File: config.mk
export PLATFORM = sky130hd
export DESIGN_NAME = i2c_master_transaction_engine_core
export DESIGN_NICKNAME = d
export VERILOG_FILES = /design/src/imte_pkg.sv /design/src/i2c_master_transaction_engine_core.sv /design/src/imte_fifo.sv /design/src/imte_engine.sv
export VERILOG_INCLUDE_DIRS = /design/src /design/src/src
export SDC_FILE = /design/constraint.sdc
export NUM_CORES = 1
export LEC_CHECK = 0
export ABC_AREA = 1
export BUFFER_PORTS_ARGS = -buffer_cell sky130_fd_sc_hd__buf_2
export CELL_PAD_IN_SITES_DETAIL_PLACEMENT = 1
export CELL_PAD_IN_SITES_GLOBAL_PLACEMENT = 2
export CORE_ASPECT_RATIO = 1.5
export CORE_MARGIN = 3
export CORE_UTILIZATION = 39
export CTS_CLUSTER_SIZE = 25
export DETAILED_ROUTE_END_ITERATION = 10
export GPL_ROUTABILITY_DRIVEN = 1
export PLACE_DENSITY = 0.9
export SYNTH_ARGS = -nofsm -noshare
export SYNTH_HDL_FRONTEND = slang
export SYNTH_SLANG_ARGS = --single-unit
export TNS_END_PERCENT = 100
File: constraint.sdc
create_clock -name clk -period 7.9 [get_ports clk]
set_input_delay 1.185 -clock clk [delete_from_list [all_inputs] [get_ports clk]]
set_output_delay 1.185 -clock clk [all_outputs]
set_load 0.01 [all_outputs]
File: src/i2c_master_transaction_engine_core_macros.svh
// assertion macros for the i2c master transaction engine
// no dependencies
`ifndef I2C_MASTER_TRANSACTION_ENGINE_CORE_MACROS_SVH
`define I2C_MASTER_TRANSACTION_ENGINE_CORE_MACROS_SVH
// implication checked every clock, off in reset
`define IMTE_ASSERT_IMP(label, clk, rst, a, b) \
  label: assert property (@(posedge clk) disable iff (rst) (a) |-> (b)) else $error("imte check");
// next-cycle implication
`define IMTE_ASSERT_NXT(label, clk, rst, a, b) \
  label: assert property (@(posedge clk) disable iff (rst) (a) |=> (b)) else $error("imte check");
`endif

File: src/imte_pkg.sv
// package for the i2c master transaction engine
// types and constants, no dependencies
`timescale 1ns / 1ps
package imte_pkg;
  localparam logic [2:0] CMD_WRITE_REG = 3'd1;
  localparam logic [2:0] CMD_WRITE     = 3'd2;
  localparam logic [2:0] CMD_READ_REG  = 3'd3;
  localparam logic [2:0] CMD_READ      = 3'd4;
  localparam logic [1:0] ST_OK         = 2'd0;
  localparam logic [1:0] ST_START_FAIL = 2'd1;
  localparam logic [1:0] ST_ADDR_NACK  = 2'd2;
  localparam logic [15:0] DELAY_RESET  = 16'd200;

  typedef struct packed {
    logic [2:0] command;
    logic [7:0] device_address;
    logic [7:0] register_address;
    logic [7:0] byte_count;
    logic [7:0] write_data;
    logic       write_data_valid;
    logic       scl_in;
    logic       sda_in;
  } in_t;

  typedef struct packed {
    logic       scl_release;
    logic       sda_release;
    logic       write_request;
    logic [7:0] read_data;
    logic       read_valid;
    logic       read_last;
    logic       busy_res;
    logic       done_res;
    logic [1:0] status;
  } out_t;
endpackage

File: src/i2c_master_transaction_engine_core.sv
// Each accepted request is one timing tick of the bus engine and yields exactly one result.
// Requests are taken one per clock while the result queue has room, so throughput is
// one tick per cycle as long as results are popped; a request waits in the request queue
// and its result goes to the result queue on its tick. Bus timing counts ticks, not clocks.
// depends on imte_pkg, imte_fifo, imte_engine
`timescale 1ns / 1ps
module i2c_master_transaction_engine_core #(
  parameter int QDEPTH = 2
) (
  input  logic           clk,
  input  logic           rst,
  input  logic           push,
  output logic           full,
  input  imte_pkg::in_t  in_item,
  output logic           empty,
  input  logic           pop,
  output imte_pkg::out_t out_item,
  input  logic           cfg_valid,
  output logic           cfg_ready,
  input  logic [15:0]    cfg_data
);
  logic [15:0] delay_ticks;
  logic        q_empty, q_full, q_rd, o_full, tick;
  imte_pkg::in_t q_item;
  imte_pkg::out_t res;

  assign cfg_ready = 1'b1;
  always_ff @(posedge clk) begin
    if (rst) delay_ticks <= imte_pkg::DELAY_RESET;
    else if (cfg_valid) delay_ticks <= cfg_data;
  end

  imte_fifo #(.DEPTH(QDEPTH), .W($bits(imte_pkg::in_t))) u_inq (
    .clk, .rst, .wr(push), .wdata(in_item), .full(q_full),
    .rd(q_rd), .rdata(q_item), .empty(q_empty)
  );
  assign full = q_full;
  assign tick = !q_empty && !o_full;
  assign q_rd = tick;

  imte_engine u_eng (
    .clk, .rst, .delay_ticks, .tick, .in_req(q_item), .res
  );

  imte_fifo #(.DEPTH(QDEPTH), .W($bits(imte_pkg::out_t))) u_outq (
    .clk, .rst, .wr(tick), .wdata(res), .full(o_full),
    .rd(pop), .rdata(out_item), .empty(empty)
  );
endmodule

File: src/imte_fifo.sv
// small request queue with registered storage
// no dependencies
`timescale 1ns / 1ps
module imte_fifo #(
  parameter int DEPTH = 2,
  parameter int W = 8
) (
  input  logic         clk,
  input  logic         rst,
  input  logic         wr,
  input  logic [W-1:0] wdata,
  output logic         full,
  input  logic         rd,
  output logic [W-1:0] rdata,
  output logic         empty
);
  localparam int AW = (DEPTH > 1) ? $clog2(DEPTH) : 1;
  logic [W-1:0] mem [DEPTH];
  logic [AW-1:0] wp, rp;
  logic [AW:0] cnt;
  logic do_wr, do_rd;

  assign full  = (cnt == (AW+1)'(DEPTH));
  assign empty = (cnt == '0);
  assign do_wr = wr && !full;
  assign do_rd = rd && !empty;
  assign rdata = mem[rp];

  always_ff @(posedge clk) begin
    if (do_wr) mem[wp] <= wdata;
    if (rst) begin
      wp <= '0; rp <= '0; cnt <= '0;
    end else begin
      if (do_wr) wp <= (wp == AW'(DEPTH-1)) ? '0 : wp + 1'b1;
      if (do_rd) rp <= (rp == AW'(DEPTH-1)) ? '0 : rp + 1'b1;
      cnt <= cnt + (AW+1)'(do_wr) - (AW+1)'(do_rd);
    end
  end
endmodule

File: src/imte_engine.sv
// bus sequencer: takes one tick request a cycle while tick is high, produces one result
// depends on imte_pkg and the macros header
`timescale 1ns / 1ps
`include "i2c_master_transaction_engine_core_macros.svh"
module imte_engine (
  input  logic           clk,
  input  logic           rst,
  input  logic [15:0]    delay_ticks,
  input  logic           tick,
  input  imte_pkg::in_t  in_req,
  output imte_pkg::out_t res
);
  typedef enum logic [4:0] {
    IDLE, S1, S2, S3, B1, B2, B3, B4, W1, W2, W3, W4, WDATA,
    R1, R2, R3, K1, K2, K3, K4, KX, P1, P2, P3, P4, DONE
  } phase_t;
  typedef enum logic [2:0] {SG_ADDR, SG_REG, SG_RSTART, SG_RADDR, SG_DATA} stage_t;

  phase_t phase, phase_next;
  stage_t stage, stage_next;
  logic [2:0] mode, mode_next;
  logic [15:0] dcnt, dcnt_next;
  logic [3:0] bitc, bitc_next;
  logic [7:0] sh, sh_next, left, left_next, dev, dev_next, rega, rega_next;
  logic scl, scl_next, sda, sda_next;
  logic [1:0] rst_st, rst_st_next;
  imte_pkg::out_t o;
  logic [15:0] dl;

  assign dl = (delay_ticks == 16'd0) ? 16'd0 : delay_ticks - 16'd1;

  always_comb begin
    phase_next = phase; stage_next = stage; mode_next = mode; dcnt_next = dcnt;
    bitc_next = bitc; sh_next = sh; left_next = left; dev_next = dev;
    rega_next = rega; scl_next = scl; sda_next = sda; rst_st_next = rst_st;
    o = '0;
    if (dcnt != 16'd0) begin
      dcnt_next = dcnt - 16'd1;
    end else begin
      dcnt_next = 16'd0;
      case (phase)
        IDLE: begin
          if (in_req.command inside {[3'd1:3'd4]}) begin
            mode_next = in_req.command; dev_next = in_req.device_address;
            rega_next = in_req.register_address; left_next = in_req.byte_count;
            stage_next = SG_ADDR; rst_st_next = imte_pkg::ST_OK; phase_next = S1;
          end
        end
        S1: begin sda_next = 1'b1; scl_next = 1'b1; phase_next = S2; dcnt_next = dl; end
        S2: begin
          if (!in_req.scl_in) begin
            scl_next = 1'b1; sda_next = 1'b1; rst_st_next = imte_pkg::ST_START_FAIL;
            phase_next = DONE;
          end else begin
            sda_next = 1'b0; phase_next = S3; dcnt_next = dl;
          end
        end
        S3: begin
          if (in_req.sda_in) begin
            scl_next = 1'b1; sda_next = 1'b1; rst_st_next = imte_pkg::ST_START_FAIL;
            phase_next = DONE;
          end else begin
            scl_next = 1'b0;
            if (stage == SG_RSTART) begin
              sh_next = dev | 8'h01; stage_next = SG_RADDR;
            end else begin
              sh_next = (mode == imte_pkg::CMD_READ) ? (dev | 8'h01) : (dev & 8'hFE);
              stage_next = SG_ADDR;
            end
            bitc_next = 4'd8; phase_next = B1; dcnt_next = dl;
          end
        end
        B1: begin scl_next = 1'b0; phase_next = B2; dcnt_next = dl; end
        B2: begin
          sda_next = sh[7]; sh_next = {sh[6:0], 1'b0}; phase_next = B3; dcnt_next = dl;
        end
        B3: begin scl_next = 1'b1; phase_next = B4; dcnt_next = dl; end
        B4: begin
          if (bitc != 4'd0) bitc_next = bitc - 4'd1;
          phase_next = (bitc > 4'd1) ? B1 : W1; dcnt_next = dl;
        end
        W1: begin scl_next = 1'b0; phase_next = W2; dcnt_next = dl; end
        W2: begin sda_next = 1'b1; phase_next = W3; dcnt_next = dl; end
        W3: begin scl_next = 1'b1; phase_next = W4; dcnt_next = dl; end
        W4: begin
          scl_next = 1'b0;
          if ((stage == SG_ADDR || stage == SG_RADDR) && in_req.sda_in) begin
            rst_st_next = imte_pkg::ST_ADDR_NACK; phase_next = P1;
          end else if ((stage == SG_ADDR || stage == SG_RADDR) &&
                       (stage == SG_RADDR || mode == imte_pkg::CMD_READ)) begin
            stage_next = SG_DATA;
            if (left == 8'd0) phase_next = P1;
            else begin bitc_next = 4'd8; sh_next = 8'd0; phase_next = R1; end
          end else if (stage == SG_ADDR && mode != imte_pkg::CMD_WRITE) begin
            sh_next = rega; stage_next = SG_REG; bitc_next = 4'd8; phase_next = B1;
          end else if (stage == SG_REG && mode == imte_pkg::CMD_READ_REG) begin
            stage_next = SG_RSTART; phase_next = S1;
          end else begin
            stage_next = SG_DATA;
            if (left == 8'd0) phase_next = P1;
            else begin left_next = left - 8'd1; phase_next = WDATA; end
          end
        end
        WDATA: begin
          scl_next = 1'b0; o.write_request = 1'b1;
          if (in_req.write_data_valid) begin
            sh_next = in_req.write_data; bitc_next = 4'd8; phase_next = B1;
          end
        end
        R1: begin scl_next = 1'b0; sda_next = 1'b1; phase_next = R2; dcnt_next = dl; end
        R2: begin scl_next = 1'b1; phase_next = R3; dcnt_next = dl; end
        R3: begin
          sh_next = {sh[6:0], in_req.sda_in};
          if (bitc > 4'd1) begin
            bitc_next = bitc - 4'd1; phase_next = R1;
          end else begin
            bitc_next = 4'd0; scl_next = 1'b0;
            if (left != 8'd0) left_next = left - 8'd1;
            o.read_data = {sh[6:0], in_req.sda_in}; o.read_valid = 1'b1;
            o.read_last = (left <= 8'd1); phase_next = K1;
          end
        end
        K1: begin scl_next = 1'b0; phase_next = K2; dcnt_next = dl; end
        K2: begin sda_next = (left == 8'd0); phase_next = K3; dcnt_next = dl; end
        K3: begin scl_next = 1'b1; phase_next = K4; dcnt_next = dl; end
        K4: begin scl_next = 1'b0; phase_next = KX; dcnt_next = dl; end
        KX: begin
          stage_next = SG_DATA;
          if (left == 8'd0) phase_next = P1;
          else begin bitc_next = 4'd8; sh_next = 8'd0; phase_next = R1; end
        end
        P1: begin sda_next = 1'b0; phase_next = P2; dcnt_next = dl; end
        P2: begin scl_next = 1'b0; phase_next = P3; dcnt_next = dl; end
        P3: begin scl_next = 1'b1; phase_next = P4; dcnt_next = dl; end
        P4: begin sda_next = 1'b1; phase_next = DONE; dcnt_next = dl; end
        DONE: begin o.done_res = 1'b1; o.status = rst_st; phase_next = IDLE; end
        default: phase_next = IDLE;
      endcase
    end
    o.scl_release = scl_next;
    o.sda_release = sda_next;
    o.busy_res = (phase_next != IDLE);
  end

  always_ff @(posedge clk) begin
    if (rst) begin
      phase <= IDLE; stage <= SG_ADDR; mode <= '0; dcnt <= '0; bitc <= '0;
      sh <= '0; left <= '0; dev <= '0; rega <= '0; scl <= 1'b1; sda <= 1'b1;
      rst_st <= imte_pkg::ST_OK;
    end else if (tick) begin
      phase <= phase_next; stage <= stage_next; mode <= mode_next; dcnt <= dcnt_next;
      bitc <= bitc_next; sh <= sh_next; left <= left_next; dev <= dev_next;
      rega <= rega_next; scl <= scl_next; sda <= sda_next; rst_st <= rst_st_next;
    end
  end
  assign res = o;

  `IMTE_ASSERT_IMP(a_done_idle, clk, rst, tick && o.done_res, !o.busy_res)
  `IMTE_ASSERT_IMP(a_wreq_scl, clk, rst, tick && o.write_request, !o.scl_release)
  `IMTE_ASSERT_NXT(a_hold, clk, rst, !tick, $stable(phase) && $stable(dcnt))
endmodule
# Word-level counts from Yosys, hierarchy flattened
# Memories as Yosys holds them, arrays and structs flattened. A register that Yosys moved wholly into a read port is not among the register bits.
# Cells that the tools add are included.
word_totals:
  reg_bits: 91
  latch_bits: 0
  ramBits: 110
  mem_bits_ro: 0
  inputBits: 59
  output_inout_bits: 20
  mem_count: 2
mem_list:
  columns: ["name", "words", "width", "read_ports", "rd_ports_with_merged_regs", "wr", "line", "rtl"]
  rows:
  - ["u_inq.mem", 2, 38, 1, 1, 1, "imte_fifo.sv:18", "logic [W-1:0] mem [DEPTH];"]
  - ["u_outq.mem", 2, 17, 1, 1, 1, "imte_fifo.sv:18", null]
op_classes:
  addsub: 12
  n_mul: 0
  div_mod_pow: 0
  n_lt_le_gt_ge: 4
  n_eq_ne: 48
  n_shift: 0
  mux: 86
  n_bitwise: 1
  reduce_logical: 41
ops:
  columns: ["cell", "n"]
  rows:
  - ["5-bit one-hot mux with 25 select lines", 1]
  - ["8-bit two-way mux", 14]
  - ["16-bit two-way mux", 4]
  - ["5-bit two-way mux", 12]
  - ["5-bit == test (second input constant)", 10]
  - ["16-bit one-hot mux with 3 select lines", 1]
  - ["8-bit one-hot mux with 6 select lines", 1]
  - ["5-bit by 4-bit == test with 1-bit output (second input constant)", 8]
  - ["4-bit two-way mux", 9]
  - ["16-bit by 1-bit subtractor with 16-bit output (second input constant)", 2]
  - ["3-bit two-way mux", 8]
  - ["4-bit one-hot mux with 6 select lines", 1]
  - ["8-bit one-hot mux with 3 select lines", 1]
  - ["1-bit two-way mux", 22]
  - ["5-bit by 3-bit == test with 1-bit output (second input constant)", 4]
  - ["10-bit two-way mux", 2]
  - ["2-bit != test (second input constant)", 9]
  - ["18-bit OR reduction", 1]
  - ["16-bit zero test", 1]
  - ["16-bit nonzero test", 1]
  - ["7-bit AND reduction", 2]
  - ["3-bit one-hot mux with 4 select lines", 1]
  - ["4-bit nonzero test", 3]
  - ["6-bit nonzero test", 2]
  - ["41 further kinds", 72]

# Depth between registers and ports, before layout
depth:
  word_depth: 9
  mapped_depth: 15
  depth_no_buf: 14

# By module
# From an unflattened synthesis, not the netlist that was laid out.
unflattened:
  cells_unflattened: 1228
  hier_area_um2: 10528.8
by_module_without_submodules:
  columns: ["mod", "instances", "cells_each", "area_each_um2"]
  rows:
  - ["imte_engine", 1, 880, 5253.8]
  - ["imte_fifo at u_inq", 1, 157, 3075.4]
  - ["imte_fifo at u_outq", 1, 92, 1532.7]
  - ["i2c_master_transaction_engine_core", 1, 99, 666.9]

# Least setup slack after synthesis
# OpenSTA, ideal clock, no wires.
synth_path:
  path_kind: "input-to-reg"
  startpoint: "input push"
  endpoint: "memory u_inq.mem[1][0] in the netlist's numbering, enable pin"
  setup_time_ns: 0.433
  arrival_time_ns: 2.909
  required_ns: 7.467
  slack_ns: 4.558
  cell_stages: 2
  path_cell_list: "o21ai_0 nor2_1"
synth_via:
  elab_chain_len: 3
synth_lines:
  columns: ["element", "line", "rtl"]
  rows:
  - ["from (decl)", "i2c_master_transaction_engine_core.sv:12", "input logic push,"]
  - ["1-bit logical AND", "imte_fifo.sv:25", "assign do_wr = wr && !full;"]
  - ["1-bit two-way mux", "imte_fifo.sv:30", "if (do_wr) mem[wp] <= wdata;"]
  - ["1-bit two-way mux (implied by the code)", "imte_fifo.sv:30", null]
  - ["to (decl)", "imte_fifo.sv:18", null]
# Every way passes these cells.

==> impl_table.tex <==
\begin{tabular}{lr}
\hline
Metric & Value \\
\hline
\multicolumn{2}{l}{\textbf{Drt}} \\
\quad Detailed router's first-iteration violation count & 283 \\
\quad Vias & roughly 8,500 \\
\quad Drt drc & 0 \\
\quad Via density & 5.13 \\
\quad Number of optimization iterations in the first detailed-route pass & 4 \\
\quad Post-DR wirelength/cell & 16.4 um \\
\quad Post-DRT Antenna Nets & 0 \\
\quad Total routed wirelength & approximately 27 mm \\
\multicolumn{2}{l}{\textbf{Worst setup path}} \\
\quad Critical path fanouts, max & 17 \\
\quad Number of cells on the critical path & 2 \\
\quad Setup crit start kind & register \\
\quad Signal arrival time at the worst endpoint & 1.91 ns \\
\quad Crit path buffers/inverters & 1 \\
\quad Maximum single-stage delay on the critical path & 0.88 ns \\
\quad Worst flop-to-flop path endpoint & u\_eng.dev[3] \\
\quad Required time of the critical path & 6.71 ns \\
\quad End point of the critical path & out\_item[3] \\
\quad Kind of end point of the critical path & output pin \\
\quad Cells along the critical path & mux2\_2, buf\_2 \\
\quad Setup slack, reg-to-reg & 4.90 ns \\
\quad Worst r2r path cells & 12 \\
\quad Type of the setup path with the least slack & reg2out \\
\quad Master of the slowest instance on the critical path & sky130\_fd\_sc\_hd\_\_dfxtp\_1 \\
\quad Top cell family by delay on the critical path & flip-flops \\
\multicolumn{2}{l}{\textbf{Timing}} \\
\quad Ratio of final minimum period to clock period & roughly 40\% \\
\quad Post-Route Skew & between 0.015 and 0.02 ns \\
\quad RSZ-0062 raised after global routing & no \\
\quad Setup\_tns & 0 ns \\
\quad Number of endpoints failing setup at the final stage & 0 \\
\quad Max transition margin & 20.6\% \\
\quad Number of endpoints with negative hold slack in the final report & 0 \\
\quad Actual slew at the worst max-slew pin & between 1 and 1.5 ns \\
\quad Highest attainable clock frequency & 323 MHz \\
\quad Minimum period implied by the final worst setup slack & 3.10 ns \\
\quad Final slew viol count & 0 \\
\multicolumn{2}{l}{\textbf{Global routing}} \\
\quad Met1 Track Usage GR & 23.7\% \\
\quad First-pass GRT wire length & 44.2 mm \\
\quad Pin count of the biggest net entering global routing & 50 \\
\quad GRT Resource Usage Total & 20.3\% \\
\quad Met3 track demand over resource & approximately 3.5\% \\
\quad Via count of the first global-routing pass & 8,803 \\
\quad Global-route congestion overflow total & 0 \\
\quad Antenna violations before repair & 2 \\
\quad Global-route track usage on met2 & 36.9\% \\
\quad GR peak layer & met2 \\
\multicolumn{2}{l}{\textbf{Placement}} \\
\quad DPL Wire Length & just under 20 mm \\
\quad Routability-driven placement congestion ratio & 0.894 \\
\quad Area of placed instances & 0.0107 mm2 \\
\quad Port-buffer cells & between 70 and 80 \\
\multicolumn{2}{l}{\textbf{Logic synthesis}} \\
\quad Share of flip-flops with an asynchronous set or reset after synthesis & 0\% \\
\quad Total of flip-flops plus latches after synthesis & 200 \\
\quad Post-synth EDFFs & 108 \\
\quad Synthesized net count & 1,319 \\
\quad Unique cell type count in the Yosys netlist & 41 \\
\quad Syn avg cell area & 8.00 um2 \\
\quad Flip-flop cell with the highest count after synthesis & sky130\_fd\_sc\_hd\_\_edfxtp\_1 \\
\quad Post-Synthesis Cells & $\sim$1,200 \\
\quad Yosys warning total & 0 \\
\quad Total standard cell area after synthesis & between 0.009 and 0.01 mm2 \\
\quad Part of the Yosys area used for sequential elements & 50.9\% \\
\multicolumn{2}{l}{\textbf{Floorplanning}} \\
\quad Area of the core & 0.0251 mm2 \\
\quad Top-level port count & 79 \\
\quad Site row count & 71 \\
\quad Height of the die & 202 um \\
\quad Floorplan die width & 137 um \\
\quad Effective utilization at floorplan & 39.8\% \\
\quad Area enclosed by the die boundary & $\sim$0.028 mm2 \\
\multicolumn{2}{l}{\textbf{Cells and area}} \\
\quad Fill cell count & 3,114 \\
\quad Synth-to-layout area growth & 12.8\% \\
\quad Post-Route Utilization & 44.8\% \\
\quad Final cell area excluding filler cells & 0.0113 mm2 \\
\quad Share of cells above drive strength 1 & about 13\% \\
\quad \# nets final & 1,380 \\
\quad Commonest non-fill, non-tap cell in the layout & sky130\_fd\_sc\_hd\_\_nand2\_1 \\
\quad Diodes inserted & 0 \\
\quad Top library cells by usage in the layout, fill and taps aside & sky130\_fd\_sc\_hd\_\_nand2\_1, sky130\_fd\_sc\_hd\_\_nor2\_1, sky130\_fd\_sc\_hd\_\_edfxtp\_1 \\
\multicolumn{2}{l}{\textbf{Pwr}} \\
\quad Clock power share & roughly a quarter \\
\quad LEAKAGE & around 4.7 nW \\
\quad Largest vdd supply drop & $\sim$0.00028 V \\
\quad PwrDens & 304 mW/mm2 \\
\quad Net Sw Frac & 37.6\% \\
\quad Psw & 1.29 mW \\
\quad Portion of total power attributed to combinational logic & 32.8\% \\
\quad Internal Dissipation & 2.14 mW \\
\quad Flop pwr share & 41.3\% \\
\multicolumn{2}{l}{\textbf{Clock tree}} \\
\quad Clock Root Buffer & sky130\_fd\_sc\_hd\_\_clkbuf\_16 \\
\quad CTS Buf Count & 17 \\
\quad Clock tree buffer depth & 2 \\
\quad Clock-pin slew reported for the worst setup and hold paths after clock tree synthesis & 0.08 ns \\
\quad TritonCTS clock tree & built \\
\quad Max H-tree Level & 4 \\
\quad Post-CTS Repair Setup Buffers & 0 \\
\quad Hold-fix buffers at CTS & 0 \\
\quad Number of resized instances in the post-cts repair step & 0 \\
\quad Clock network latency to the later pin of the worst-skew pair & 0.45 ns \\
\quad Total clock sinks & 200 \\
\multicolumn{2}{l}{\textbf{Job}} \\
\quad Number of maximum-capacitance violations & 0 \\
\multicolumn{2}{l}{\textbf{Hold path}} \\
\quad Worst Hold Class & reg2reg \\
\quad Hold path startpoint & u\_inq.rp \\
\multicolumn{2}{l}{\textbf{Outcome}} \\
\quad Result of the run & finished, final reports clean \\
\hline
\end{tabular}
cells in the mapped netlist (8+ instances only):
cell / instances / area [um2]
sky130_fd_sc_hd__nor2_2: 9 / 56.3
sky130_fd_sc_hd__nand3_1: 77 / 385
sky130_fd_sc_hd__edfxtp_1: 108 / 3240
sky130_fd_sc_hd__nor2_1: 159 / 597
sky130_fd_sc_hd__nor3_1: 11 / 55.1
sky130_fd_sc_hd__inv_1: 107 / 402
sky130_fd_sc_hd__a21oi_1: 107 / 536
sky130_fd_sc_hd__buf_2: 8 / 40.0
sky130_fd_sc_hd__ha_1: 11 / 138
sky130_fd_sc_hd__nand2_1: 336 / 1260
sky130_fd_sc_hd__nand4_1: 8 / 50.1
sky130_fd_sc_hd__mux2_2: 17 / 191
sky130_fd_sc_hd__clkbuf_1: 23 / 86.3
sky130_fd_sc_hd__xor2_1: 22 / 193
sky130_fd_sc_hd__o21ai_0: 80 / 400
sky130_fd_sc_hd__dfxtp_1: 92 / 1840
metrics by stage:
step	hold slack, ns	setup slack [ns]	power (mW)	instances
finish	0.472	4.80	3.43	1651
floorplan	0.425	4.56	2.23	1249
global placement	0.435	4.90	2.55	1619
CTS	0.471	4.74	3.48	1651
detailed placement	0.457	4.82	2.58	1619
global route	0.492	4.55	3.68	1651
power by group through the flow:
| stage | Clock [mW] | Sequential (mW) | Combinational (mW) |
|---|---|---|---|
| global route | 0.956 | 1.44 | 1.28 |
| global placement | 0 | 1.43 | 1.12 |
| finish | 0.891 | 1.42 | 1.12 |
| CTS | 0.909 | 1.42 | 1.15 |
| detailed placement | 0 | 1.44 | 1.14 |
| floorplan | 0 | 1.40 | 0.824 |
routing by layer:
metal | wire length [um] | part of all wire (%) | up-vias
met4 | 762 | 2.8 | 4
li1 | - | - | 4231
met5 | 23 | 0.085 | -
met2 | 14400 | 53 | 136
met1 | 11200 | 41 | 4035
met3 | 818 | 3.0 | 56
flip-flops by register name (all words and copies together) (netlist names), 3 cells and up, named ones only:
register / flops
u_eng.dcnt: 16
u_eng.sh: 8
u_eng.left: 8
u_eng.mode: 3
u_eng.phase: 5
u_eng.rega: 8
u_eng.stage: 3
u_inq.mem: 74
u_outq.mem: 34
u_eng.bitc: 4
delay_ticks: 16
u_eng.dev: 7
layout make-up:
| cell class | instances | area (um2) | share of cell area (%) |
|---|---|---|---|
| Clock buffer | 19 | 454 | 4.03 |
| Timing Repair Buffer | 82 | 425 | 3.77 |
| Inverter | 116 | 435 | 3.86 |
| Clock inverter | 13 | 156 | 1.39 |
| Sequential cell | 200 | 5080 | 45.1 |
| Multi-Input combinational cell | 893 | 4310 | 38.2 |
| Tap cell | 328 | 410 | 3.64 |
kinds of logic (layout without fill, tap and decap cells):
| logic type | Yosys count | after routing | share of synthesized area (%) |
|---|---|---|---|
| buffers and inverters | 156 | 230 | 6.22 |
| adders and majority gates | 11 | 11 | 1.38 |
| other | 1 | 1 | 0.0375 |
| and+or+nand+nor | 629 | 629 | 26.4 |
| AOI/OAI and AO/OA | 208 | 208 | 10.9 |
| xor gates and xnor gates | 27 | 27 | 2.37 |
| DFF | 200 | 200 | 50.9 |
| muxes | 17 | 17 | 1.91 |
worst min path at each step:
stage | end | slack [ns] | depth (start not counted)
detailed placement | register | 0.46 | 1
global route | u_outq.rp | 0.49 | 1
global placement | register | 0.43 | 1
finish | u_inq.rp | 0.47 | 1
floorplan | register | 0.43 | 1
CTS | u_eng.sh[7] | 0.47 | 2
Note: power is estimated with default switching activity, not from simulation.
